**src/rtl/mwfe_pkg.sv**
```systemverilog
// Shared constants, types and helpers of the motion window feature extractor.
package mwfe_pkg;

    localparam int WINDOW = 20;
    localparam int CNT_W  = (WINDOW > 2) ? $clog2(WINDOW) : 1;

    localparam int IN_W   = 16;
    localparam int OUT_W  = 20;
    localparam int LBL_W  = 2;
    localparam int ADDR_W = 3;
    localparam int DATA_W = 32;

    localparam int ABS_W  = IN_W + 1;
    localparam int MAG_W  = 16;
    localparam int SUM_W  = 24;
    localparam int SQS_W  = 40;
    localparam int TSUM_W = 25;
    localparam int PROD_W = 48;
    localparam int MB_W   = 24;
    localparam int N_W    = 9;
    localparam int RAD_W  = 56;
    localparam int ROOT_W = RAD_W / 2;
    localparam int DIV_W  = 36;
    localparam int REM_W  = N_W - 1;
    localparam int STEP_W = 6;
    localparam int RCNT_W = 5;
    localparam int TOFF_SH = 27;

    localparam logic [N_W-1:0]    WIN_N = N_W'(WINDOW);
    localparam logic [DIV_W-1:0]  T_OFF = DIV_W'(WINDOW) << TOFF_SH;

    localparam logic [STEP_W-1:0] SQ_STEPS  = STEP_W'(ABS_W);
    localparam logic [STEP_W-1:0] MAG_STEPS = STEP_W'(MAG_W);
    localparam logic [STEP_W-1:0] NSQ_STEPS = STEP_W'(N_W);
    localparam logic [STEP_W-1:0] SSQ_STEPS = STEP_W'(SUM_W);
    localparam logic [STEP_W-1:0] DIV_STEPS = STEP_W'(DIV_W);

    localparam logic REG_LABEL = 1'b0;

    typedef enum logic [3:0] {
        ST_IDLE,
        ST_SQ,
        ST_RSTART,
        ST_ROOT,
        ST_MSQ,
        ST_NSQ,
        ST_SSQ,
        ST_DSTD,
        ST_DMEAN,
        ST_DTEMP,
        ST_OUT
    } state_t;

    function automatic logic [ABS_W-1:0] abs_val(input logic signed [IN_W-1:0] v);
        logic [ABS_W-1:0] e;
        e = {v[IN_W-1], v};
        abs_val = v[IN_W-1] ? (~e + ABS_W'(1)) : e;
    endfunction

endpackage

```
**src/rtl/mwfe_isqrt.sv**
```systemverilog
// Floored integer square root, two radicand bits per cycle.
module mwfe_isqrt (
    input  logic                          aclk,
    input  logic                          aresetn,
    input  logic                          start,
    input  logic [mwfe_pkg::RAD_W-1:0]    rad,
    output logic                          busy,
    output logic [mwfe_pkg::ROOT_W-1:0]   root
);
    import mwfe_pkg::*;

    logic                busy_reg;
    logic [RCNT_W-1:0]   cnt_reg;
    logic [RAD_W-1:0]    n_reg;
    logic [ROOT_W-1:0]   rem_reg;
    logic [ROOT_W-1:0]   root_reg;
    logic [ROOT_W+1:0]   rem_sh;
    logic [ROOT_W+1:0]   trial;
    logic [ROOT_W+1:0]   diff;
    logic                take;

    assign rem_sh = {rem_reg, n_reg[RAD_W-1 -: 2]};
    assign trial  = {root_reg, 2'b01};
    assign take   = rem_sh >= trial;
    assign diff   = rem_sh - trial;

    always_ff @(posedge aclk) begin
        if (!aresetn) begin
            busy_reg <= 1'b0;
            cnt_reg  <= '0;
        end else if (start) begin
            busy_reg <= 1'b1;
            cnt_reg  <= RCNT_W'(ROOT_W - 1);
        end else if (busy_reg) begin
            if (cnt_reg == '0) begin
                busy_reg <= 1'b0;
            end
            cnt_reg <= cnt_reg - RCNT_W'(1);
        end
    end

    always_ff @(posedge aclk) begin
        if (start) begin
            n_reg    <= rad;
            rem_reg  <= '0;
            root_reg <= '0;
        end else if (busy_reg) begin
            n_reg    <= n_reg << 2;
            rem_reg  <= take ? diff[ROOT_W-1:0] : rem_sh[ROOT_W-1:0];
            root_reg <= {root_reg[ROOT_W-2:0], take};
        end
    end

    assign busy = busy_reg;
    assign root = root_reg;

endmodule

```
**src/rtl/motion_window_feature_extractor.sv**
```systemverilog
// Per sample, a 1-bit-per-cycle shift-add multiplier forms each square and the
// 2-bit-per-cycle root unit the magnitude. The sample that closes a window of
// WINDOW samples goes on to further work, in the same multiplier, the root unit
// and a 1-bit-per-cycle divider by WINDOW. One sample is in work at a time; a result waits
// in the output register while the next sample is taken.
module motion_window_feature_extractor (
    input  logic                               aclk,
    input  logic                               aresetn,
    input  logic                               s_valid,
    output logic                               s_ready,
    input  logic signed [mwfe_pkg::IN_W-1:0]   s_accel_x,
    input  logic signed [mwfe_pkg::IN_W-1:0]   s_accel_y,
    input  logic signed [mwfe_pkg::IN_W-1:0]   s_accel_z,
    input  logic signed [mwfe_pkg::IN_W-1:0]   s_gyro_x,
    input  logic signed [mwfe_pkg::IN_W-1:0]   s_gyro_y,
    input  logic signed [mwfe_pkg::IN_W-1:0]   s_gyro_z,
    input  logic signed [mwfe_pkg::IN_W-1:0]   s_temperature,
    output logic                               m_valid,
    input  logic                               m_ready,
    output logic [mwfe_pkg::OUT_W-1:0]         m_accel_mean,
    output logic [mwfe_pkg::OUT_W-1:0]         m_accel_std,
    output logic [mwfe_pkg::OUT_W-1:0]         m_gyro_mean,
    output logic [mwfe_pkg::OUT_W-1:0]         m_gyro_std,
    output logic signed [mwfe_pkg::OUT_W-1:0]  m_temp_mean,
    output logic [mwfe_pkg::LBL_W-1:0]         m_label_out,
    input  logic                               psel,
    input  logic                               penable,
    input  logic                               pwrite,
    input  logic [mwfe_pkg::ADDR_W-1:0]        paddr,
    input  logic [mwfe_pkg::DATA_W-1:0]        pwdata,
    output logic [mwfe_pkg::DATA_W-1:0]        prdata,
    output logic                               pready
);
    import mwfe_pkg::*;

    state_t state_reg, state_next;

    logic [LBL_W-1:0]         label_reg;
    logic [CNT_W-1:0]         cnt_reg;
    logic [SUM_W-1:0]         asum_reg, gsum_reg;
    logic [SQS_W-1:0]         asq_reg, gsq_reg;
    logic signed [TSUM_W-1:0] tsum_reg;
    logic                     m_valid_reg;

    logic signed [IN_W-1:0]   smp_reg [0:6];
    logic [1:0]               axis_reg;
    logic                     triad_reg;
    logic                     end_reg;
    logic [PROD_W-1:0]        ma_reg, macc_reg, dd_reg;
    logic [MB_W-1:0]          mb_reg;
    logic [STEP_W-1:0]        step_reg;
    logic [MAG_W-1:0]         mag_reg;
    logic [DIV_W-1:0]         dv_reg;
    logic [REM_W-1:0]         drem_reg;
    logic [OUT_W-1:0]         mean_res [0:1];
    logic [OUT_W-1:0]         std_res [0:1];
    logic [OUT_W-1:0]         tmean_res;
    logic [OUT_W-1:0]         am_reg, as_reg, gm_reg, gs_reg, tm_reg;
    logic [LBL_W-1:0]         lo_reg;

    logic                     step_done, last, out_free, cfg_wr, sq_start, sq_busy;
    logic [ROOT_W-1:0]        sq_root;
    logic [RAD_W-1:0]         sq_rad;
    logic [2:0]               sq_idx, sq_idx_nx;
    logic [ABS_W-1:0]         abs_nx;
    logic [N_W-1:0]           div_rs, div_diff;
    logic                     div_ge;
    logic [SUM_W-1:0]         sum_sel;
    logic signed [DIV_W:0]    tnum;

    assign step_done = step_reg == '0;
    assign last      = cnt_reg == CNT_W'(WINDOW - 1);
    assign out_free  = !m_valid_reg || m_ready;
    assign cfg_wr    = psel && penable && pwrite && pready && (paddr[2] == REG_LABEL);
    assign sq_idx    = (triad_reg ? 3'd3 : 3'd0) + {1'b0, axis_reg};
    assign sq_idx_nx = sq_idx + 3'd1;
    assign abs_nx    = abs_val(smp_reg[sq_idx_nx]);
    assign sq_rad    = end_reg ? {dd_reg, 8'h00} : RAD_W'(macc_reg);
    assign div_rs    = {drem_reg, dv_reg[DIV_W-1]};
    assign div_ge    = div_rs >= WIN_N;
    assign div_diff  = div_rs - WIN_N;
    assign sum_sel   = triad_reg ? gsum_reg : asum_reg;
    assign tnum      = ((DIV_W+1)'(tsum_reg) <<< 4) + $signed({1'b0, T_OFF});

    mwfe_isqrt u_isqrt (
        .aclk    (aclk),
        .aresetn (aresetn),
        .start   (sq_start),
        .rad     (sq_rad),
        .busy    (sq_busy),
        .root    (sq_root)
    );

    always_comb begin
        state_next = state_reg;
        case (state_reg)
            ST_IDLE:   if (s_valid) state_next = ST_SQ;
            ST_SQ:     if (step_done && axis_reg == 2'd2) state_next = ST_RSTART;
            ST_RSTART: state_next = ST_ROOT;
            ST_ROOT:   if (!sq_busy) state_next = end_reg ? ST_DSTD : ST_MSQ;
            ST_MSQ: begin
                if (step_done) begin
                    state_next = !triad_reg ? ST_SQ : (last ? ST_NSQ : ST_IDLE);
                end
            end
            ST_NSQ:    if (step_done) state_next = ST_SSQ;
            ST_SSQ:    if (step_done) state_next = ST_RSTART;
            ST_DSTD:   if (step_done) state_next = ST_DMEAN;
            ST_DMEAN:  if (step_done) state_next = triad_reg ? ST_DTEMP : ST_NSQ;
            ST_DTEMP:  if (step_done) state_next = ST_OUT;
            ST_OUT:    if (out_free) state_next = ST_IDLE;
            default:   state_next = ST_IDLE;
        endcase
    end

    always_comb begin
        s_ready  = state_reg == ST_IDLE;
        sq_start = state_reg == ST_RSTART;
    end

    always_ff @(posedge aclk) begin
        if (!aresetn) begin
            state_reg   <= ST_IDLE;
            label_reg   <= '0;
            cnt_reg     <= '0;
            asum_reg    <= '0;
            gsum_reg    <= '0;
            asq_reg     <= '0;
            gsq_reg     <= '0;
            tsum_reg    <= '0;
            m_valid_reg <= 1'b0;
        end else begin
            state_reg <= state_next;
            if (cfg_wr) begin
                label_reg <= pwdata[LBL_W-1:0];
            end
            if (state_reg == ST_MSQ && step_done) begin
                if (!triad_reg) begin
                    asum_reg <= asum_reg + SUM_W'(mag_reg);
                    asq_reg  <= asq_reg + macc_reg[SQS_W-1:0];
                end else begin
                    gsum_reg <= gsum_reg + SUM_W'(mag_reg);
                    gsq_reg  <= gsq_reg + macc_reg[SQS_W-1:0];
                    tsum_reg <= tsum_reg + TSUM_W'(smp_reg[6]);
                    if (!last) begin
                        cnt_reg <= cnt_reg + CNT_W'(1);
                    end
                end
            end
            if (state_reg == ST_OUT && out_free) begin
                m_valid_reg <= 1'b1;
                cnt_reg     <= '0;
                asum_reg    <= '0;
                gsum_reg    <= '0;
                asq_reg     <= '0;
                gsq_reg     <= '0;
                tsum_reg    <= '0;
            end else if (m_valid_reg && m_ready) begin
                m_valid_reg <= 1'b0;
            end
        end
    end

    always_ff @(posedge aclk) begin
        case (state_reg)
            ST_IDLE: begin
                if (s_valid) begin
                    smp_reg[0] <= s_accel_x;
                    smp_reg[1] <= s_accel_y;
                    smp_reg[2] <= s_accel_z;
                    smp_reg[3] <= s_gyro_x;
                    smp_reg[4] <= s_gyro_y;
                    smp_reg[5] <= s_gyro_z;
                    smp_reg[6] <= s_temperature;
                    axis_reg   <= 2'd0;
                    triad_reg  <= 1'b0;
                    end_reg    <= 1'b0;
                    macc_reg   <= '0;
                    ma_reg     <= PROD_W'(abs_val(s_accel_x));
                    mb_reg     <= MB_W'(abs_val(s_accel_x));
                    step_reg   <= SQ_STEPS;
                end
            end
            ST_SQ, ST_MSQ, ST_NSQ, ST_SSQ: begin
                if (!step_done) begin
                    if (mb_reg[0]) begin
                        macc_reg <= macc_reg + ma_reg;
                    end
                    ma_reg   <= ma_reg << 1;
                    mb_reg   <= mb_reg >> 1;
                    step_reg <= step_reg - STEP_W'(1);
                end else begin
                    case (state_reg)
                        ST_SQ: begin
                            if (axis_reg != 2'd2) begin
                                axis_reg <= axis_reg + 2'd1;
                                ma_reg   <= PROD_W'(abs_nx);
                                mb_reg   <= MB_W'(abs_nx);
                                step_reg <= SQ_STEPS;
                            end
                        end
                        ST_MSQ: begin
                            if (!triad_reg) begin
                                triad_reg <= 1'b1;
                                axis_reg  <= 2'd0;
                                macc_reg  <= '0;
                                ma_reg    <= PROD_W'(abs_val(smp_reg[3]));
                                mb_reg    <= MB_W'(abs_val(smp_reg[3]));
                                step_reg  <= SQ_STEPS;
                            end else if (last) begin
                                triad_reg <= 1'b0;
                                end_reg   <= 1'b1;
                                macc_reg  <= '0;
                                ma_reg    <= PROD_W'(asq_reg);
                                mb_reg    <= MB_W'(WIN_N);
                                step_reg  <= NSQ_STEPS;
                            end
                        end
                        ST_NSQ: begin
                            dd_reg   <= macc_reg;
                            macc_reg <= '0;
                            ma_reg   <= PROD_W'(sum_sel);
                            mb_reg   <= sum_sel;
                            step_reg <= SSQ_STEPS;
                        end
                        default: begin
                            dd_reg <= (dd_reg > macc_reg) ? dd_reg - macc_reg : '0;
                        end
                    endcase
                end
            end
            ST_ROOT: begin
                if (!sq_busy) begin
                    if (!end_reg) begin
                        mag_reg  <= sq_root[MAG_W-1:0];
                        ma_reg   <= PROD_W'(sq_root[MAG_W-1:0]);
                        mb_reg   <= MB_W'(sq_root[MAG_W-1:0]);
                        macc_reg <= '0;
                        step_reg <= MAG_STEPS;
                    end else begin
                        dv_reg   <= DIV_W'(sq_root);
                        drem_reg <= '0;
                        step_reg <= DIV_STEPS;
                    end
                end
            end
            ST_DSTD, ST_DMEAN, ST_DTEMP: begin
                if (!step_done) begin
                    drem_reg <= div_ge ? div_diff[REM_W-1:0] : div_rs[REM_W-1:0];
                    dv_reg   <= {dv_reg[DIV_W-2:0], div_ge};
                    step_reg <= step_reg - STEP_W'(1);
                end else begin
                    case (state_reg)
                        ST_DSTD: begin
                            std_res[triad_reg] <= dv_reg[OUT_W-1:0];
                            dv_reg   <= DIV_W'({sum_sel, 4'h0});
                            drem_reg <= '0;
                            step_reg <= DIV_STEPS;
                        end
                        ST_DMEAN: begin
                            mean_res[triad_reg] <= dv_reg[OUT_W-1:0];
                            if (!triad_reg) begin
                                triad_reg <= 1'b1;
                                macc_reg  <= '0;
                                ma_reg    <= PROD_W'(gsq_reg);
                                mb_reg    <= MB_W'(WIN_N);
                                step_reg  <= NSQ_STEPS;
                            end else begin
                                dv_reg   <= tnum[DIV_W-1:0];
                                drem_reg <= '0;
                                step_reg <= DIV_STEPS;
                            end
                        end
                        default: begin
                            tmean_res <= dv_reg[OUT_W-1:0];
                        end
                    endcase
                end
            end
            ST_OUT: begin
                if (out_free) begin
                    am_reg <= mean_res[0];
                    as_reg <= std_res[0];
                    gm_reg <= mean_res[1];
                    gs_reg <= std_res[1];
                    tm_reg <= tmean_res;
                    lo_reg <= label_reg;
                end
            end
            default: begin
            end
        endcase
    end

    assign m_valid      = m_valid_reg;
    assign m_accel_mean = am_reg;
    assign m_accel_std  = as_reg;
    assign m_gyro_mean  = gm_reg;
    assign m_gyro_std   = gs_reg;
    assign m_temp_mean  = $signed(tm_reg);
    assign m_label_out  = lo_reg;
    assign pready       = 1'b1;
    assign prdata       = (paddr[2] == REG_LABEL) ? DATA_W'(label_reg) : '0;

    assert property (@(posedge aclk) disable iff (!aresetn)
        cnt_reg <= CNT_W'(WINDOW - 1))
        else $error("sample count past window end");

    assert property (@(posedge aclk) disable iff (!aresetn)
        sq_start |-> !sq_busy)
        else $error("root unit started while busy");

    assert property (@(posedge aclk) disable iff (!aresetn)
        (state_reg == ST_OUT && out_free) |=> (m_valid_reg && state_reg == ST_IDLE))
        else $error("window result not presented");

    assert property (@(posedge aclk) disable iff (!aresetn)
        (s_valid && s_ready) |=> (state_reg == ST_SQ && axis_reg == 2'd0 && !triad_reg))
        else $error("accepted request did not start squaring");

endmodule
```
**config.mk**
```make
export PLATFORM = sky130hd
export DESIGN_NAME = motion_window_feature_extractor
export DESIGN_NICKNAME = d
export VERILOG_FILES = /design/src/rtl/mwfe_pkg.sv /design/src/rtl/mwfe_isqrt.sv /design/src/rtl/motion_window_feature_extractor.sv
export SDC_FILE = /design/constraint.sdc
export NUM_CORES = 2
export LEC_CHECK = 0
export BUFFER_PORTS_ARGS = -buffer_cell sky130_fd_sc_hd__buf_2
export CAP_MARGIN = 10
export CORE_MARGIN = 1
export CORE_UTILIZATION = 40
export DETAILED_ROUTE_END_ITERATION = 16
export GPL_TIMING_DRIVEN = 0
export HOLD_SLACK_MARGIN = 0.08
export PLACE_DENSITY = 0.58
export SLEW_MARGIN = 40
export SYNTH_ARGS = -nofsm -noshare
export SYNTH_HDL_FRONTEND = slang
export SYNTH_SLANG_ARGS = --single-unit
```
**constraint.sdc**
```tcl
create_clock -name aclk -period 10 [get_ports aclk]
set_input_delay 1 -clock aclk [delete_from_list [all_inputs] [get_ports aclk]]
set_output_delay 1 -clock aclk [all_outputs]
set_load 0.01 [all_outputs]
```
==> flow_summary.ini <==
[outcome]
status = complete, no violations

[pwr]
total_power_w = 0.0163
power_leakage_nw = 21.1
ir_drop_mv = 0.219
power_density_nw_per_um2 = 301

[route]
drt-total-wl_um = 158000
vias_per_cell = 5.78
postRouteAntennaNets = 0
drc_errors = 0
dr_total_vias = 38200
wl_per_cell_um = 23.9
first_iter_violations = 3924
drtPass1Iterations = 9

[sta]
hold_viol = 0
finalClockSkew_ps = 84.2
finalSetupViolCount = 0
maxSlewViolCount = 0
fin_crit_ps = 5750
final.setup.worst_slack_ps = 4250
fmax_mhz = 174
slew_headroom = 0.363
tightest_slew_ps = 955
rsz0062_at_grt = no
period_share = 0.575

[logic_synthesis]
syn_inst = 4617
async_reset_ff_frac = 0
synth-edff-count = 608
yosysSeqAreaShare = 0.485
syn-cell-area_um2 = 47000
synth_warnings = 0
synth.distinct_cells = 97
avgSynthCellArea_um2 = 10.2
postSynthRegisterBits = 835
synth_ff_type = edfxtp_1

[placement]
preCtsSetupSlack_ps = 4490
dp_cells = 6438
hpwl_um = 121000
place_congestion = 0.979
io_buffers = 227

[setup_path]
r2r-start = triad_reg
crit_fanout = 11
slowest_stage = o21ai_0
crit_chain = inv_1, clkbuf_1, clkbuf_2, ha_1, fa_1, buf_2, buf_2, clkbuf_1, o21ai_0, o21ai_0, inv_1, or3_1, nand2_1, a221oi_1, o21ai_0, o211ai_1
crit_buf_inv = 7
reg2reg_to = mb_reg[2]
path_delay_family = buffers and inverters
ff2ff_setup_slack_ps = 4250
endpoint_kind = flip-flop
cp.arrival_ps = 6160
required_ps = 10410
path_common_cell = o21ai_0
rr_worst_depth = 16
cp_slowest_stage_delay_ps = 610
cp-start-kind = flip-flop
critical_path_class = flip-flop to flip-flop

[clocking]
cts_resized = 0
insertion_delay_ps = 740
htreeDepth = 3
hold_buffers = 0
numCtsBuffers = 93
root_buffer = clkbuf_16
clk_pin_slew_ps = 60
cts_tree = done
clock_path_buffers = 3
clkSinkCount = 835
cts_setup_buffers = 0

[global_routing]
grt_first_pass_wirelength_um = 234000
grt_max_degree = 59
antenna_found_initial = 6
grt_pass1_vias = 36600
grt_usage = 0.262
grt-ovfl-total = 0

[floorplanning]
num_rows = 125
die_area_um2 = 119000
start_util = 0.404
die_y_um = 345
die_x_um = 345
core_um2 = 116000
ios = 291

[finish]
area_growth_pct = 15.0
largest_reg_flops = 112
final_layout_size_suffix_gt1_frac = 0.127
most-common-layout-cells = 608 x edfxtp_1, 511 x nand2_1, 415 x a21oi_1
nets = 5442
stdcell_count = 6614
final_common_cell = edfxtp_1

[min_path]
hp-start = mean_res[0][9]
holdPathStages = 0
min_to = m_accel_mean[9]
worstHoldPathType = flip-flop to flip-flop

[job]
maxCapViolCount = 0
[cell families after synthesis]
kind of cell / count (synthesis) / synth area share
xor+xnor: 274 / 0.0510
other cells: 2 / 0.000160
compound gates: 1377 / 0.191
simple gates: 1260 / 0.121
flops: 835 / 0.485
fa+ha+maj: 278 / 0.0752
buf+inv: 430 / 0.0382
mux: 161 / 0.0391
[per-stage QoR]
step	util	hold slack, ps	setup TNS, ps	area [um^2]
2_1_floorplan	-	400	0	47100
5_1_grt	0.465	414	0	54100
4_1_cts	0.464	396	0	54000
3_3_place_gp	0.431	401	-265690	50200
6_report	0.465	413	0	54100
3_5_place_dp	0.436	405	0	50800
[cells in the mapped netlist, drive strengths merged, types with 38 or more instances]
cell type	instances	area, um^2
edfxtp	608	18300
a21oi	421	2120
a211oi	78	608
xor2	129	1130
nand2	511	1920
buf	65	428
xnor2	145	1270
o21bai	47	353
mux2i	123	1230
nand2b	44	275
nand4	45	282
clkbuf	183	687
a21o	130	976
nor3	69	350
ha	270	3380
dfxtp	227	4540
o21ai	329	1670
nor2	325	1220
o22ai	58	613
or3	38	238
and3	41	257
nand3	77	400
nor2b	43	269
inv	181	679
[per-layer routing]
metal	up-vias	global-route usage	part of all wire
li1	17800	-	-
met1	18500	0.363	0.43
met2	1654	0.414	0.45
met3	241	0.0478	0.087
met4	2	0.0815	0.033
met5	-	0	0.000063
[worst register-to-register path: stages (launching register included)]
cell and delay, ps:
edfxtp_1 380, inv_1 100, clkbuf_1 570, clkbuf_2 530, ha_1 260, fa_1 180
buf_2 260, buf_2 310, clkbuf_1 490, o21ai_0 310, o21ai_0 510, inv_1 200
or3_1 380, nand2_1 100, a221oi_1 80, o21ai_0 620, o211ai_1 190
[worst max-delay path by stage]
| stage | start | endpoint | depth (start not counted) |
|---|---|---|---|
| 2_1_floorplan | step_reg[0] | ma_reg[0] | 9 |
| 3_5_place_dp | triad_reg | ma_reg[2] | 16 |
| 3_3_place_gp | triad_reg | ma_reg[0] | 6 |
| 4_1_cts | triad_reg | ma_reg[2] | 16 |
| 5_1_grt | triad_reg | ma_reg[2] | 16 |
| 6_report | triad_reg | mb_reg[2] | 16 |
[layout make-up]
cell class | instances | area [um^2]
Multi-Input combinational cell | 3381 | 22700
Antenna cell | 2 | 5.00
Fill cell | 11100 | 62300
Inverter | 182 | 693
Clock buffer | 117 | 2500
Clock inverter | 56 | 752
Tap cell | 1524 | 1910
Timing Repair Buffer | 269 | 1590
Sequential cell | 835 | 22800
Buffer | 248 | 1160
[power by group]
part,switching (W),internal [W]
registers,0.000592,0.00458
logic,0.00471,0.00278
clock network,0.00155,0.00209
(Power assumes the default switching activity.)
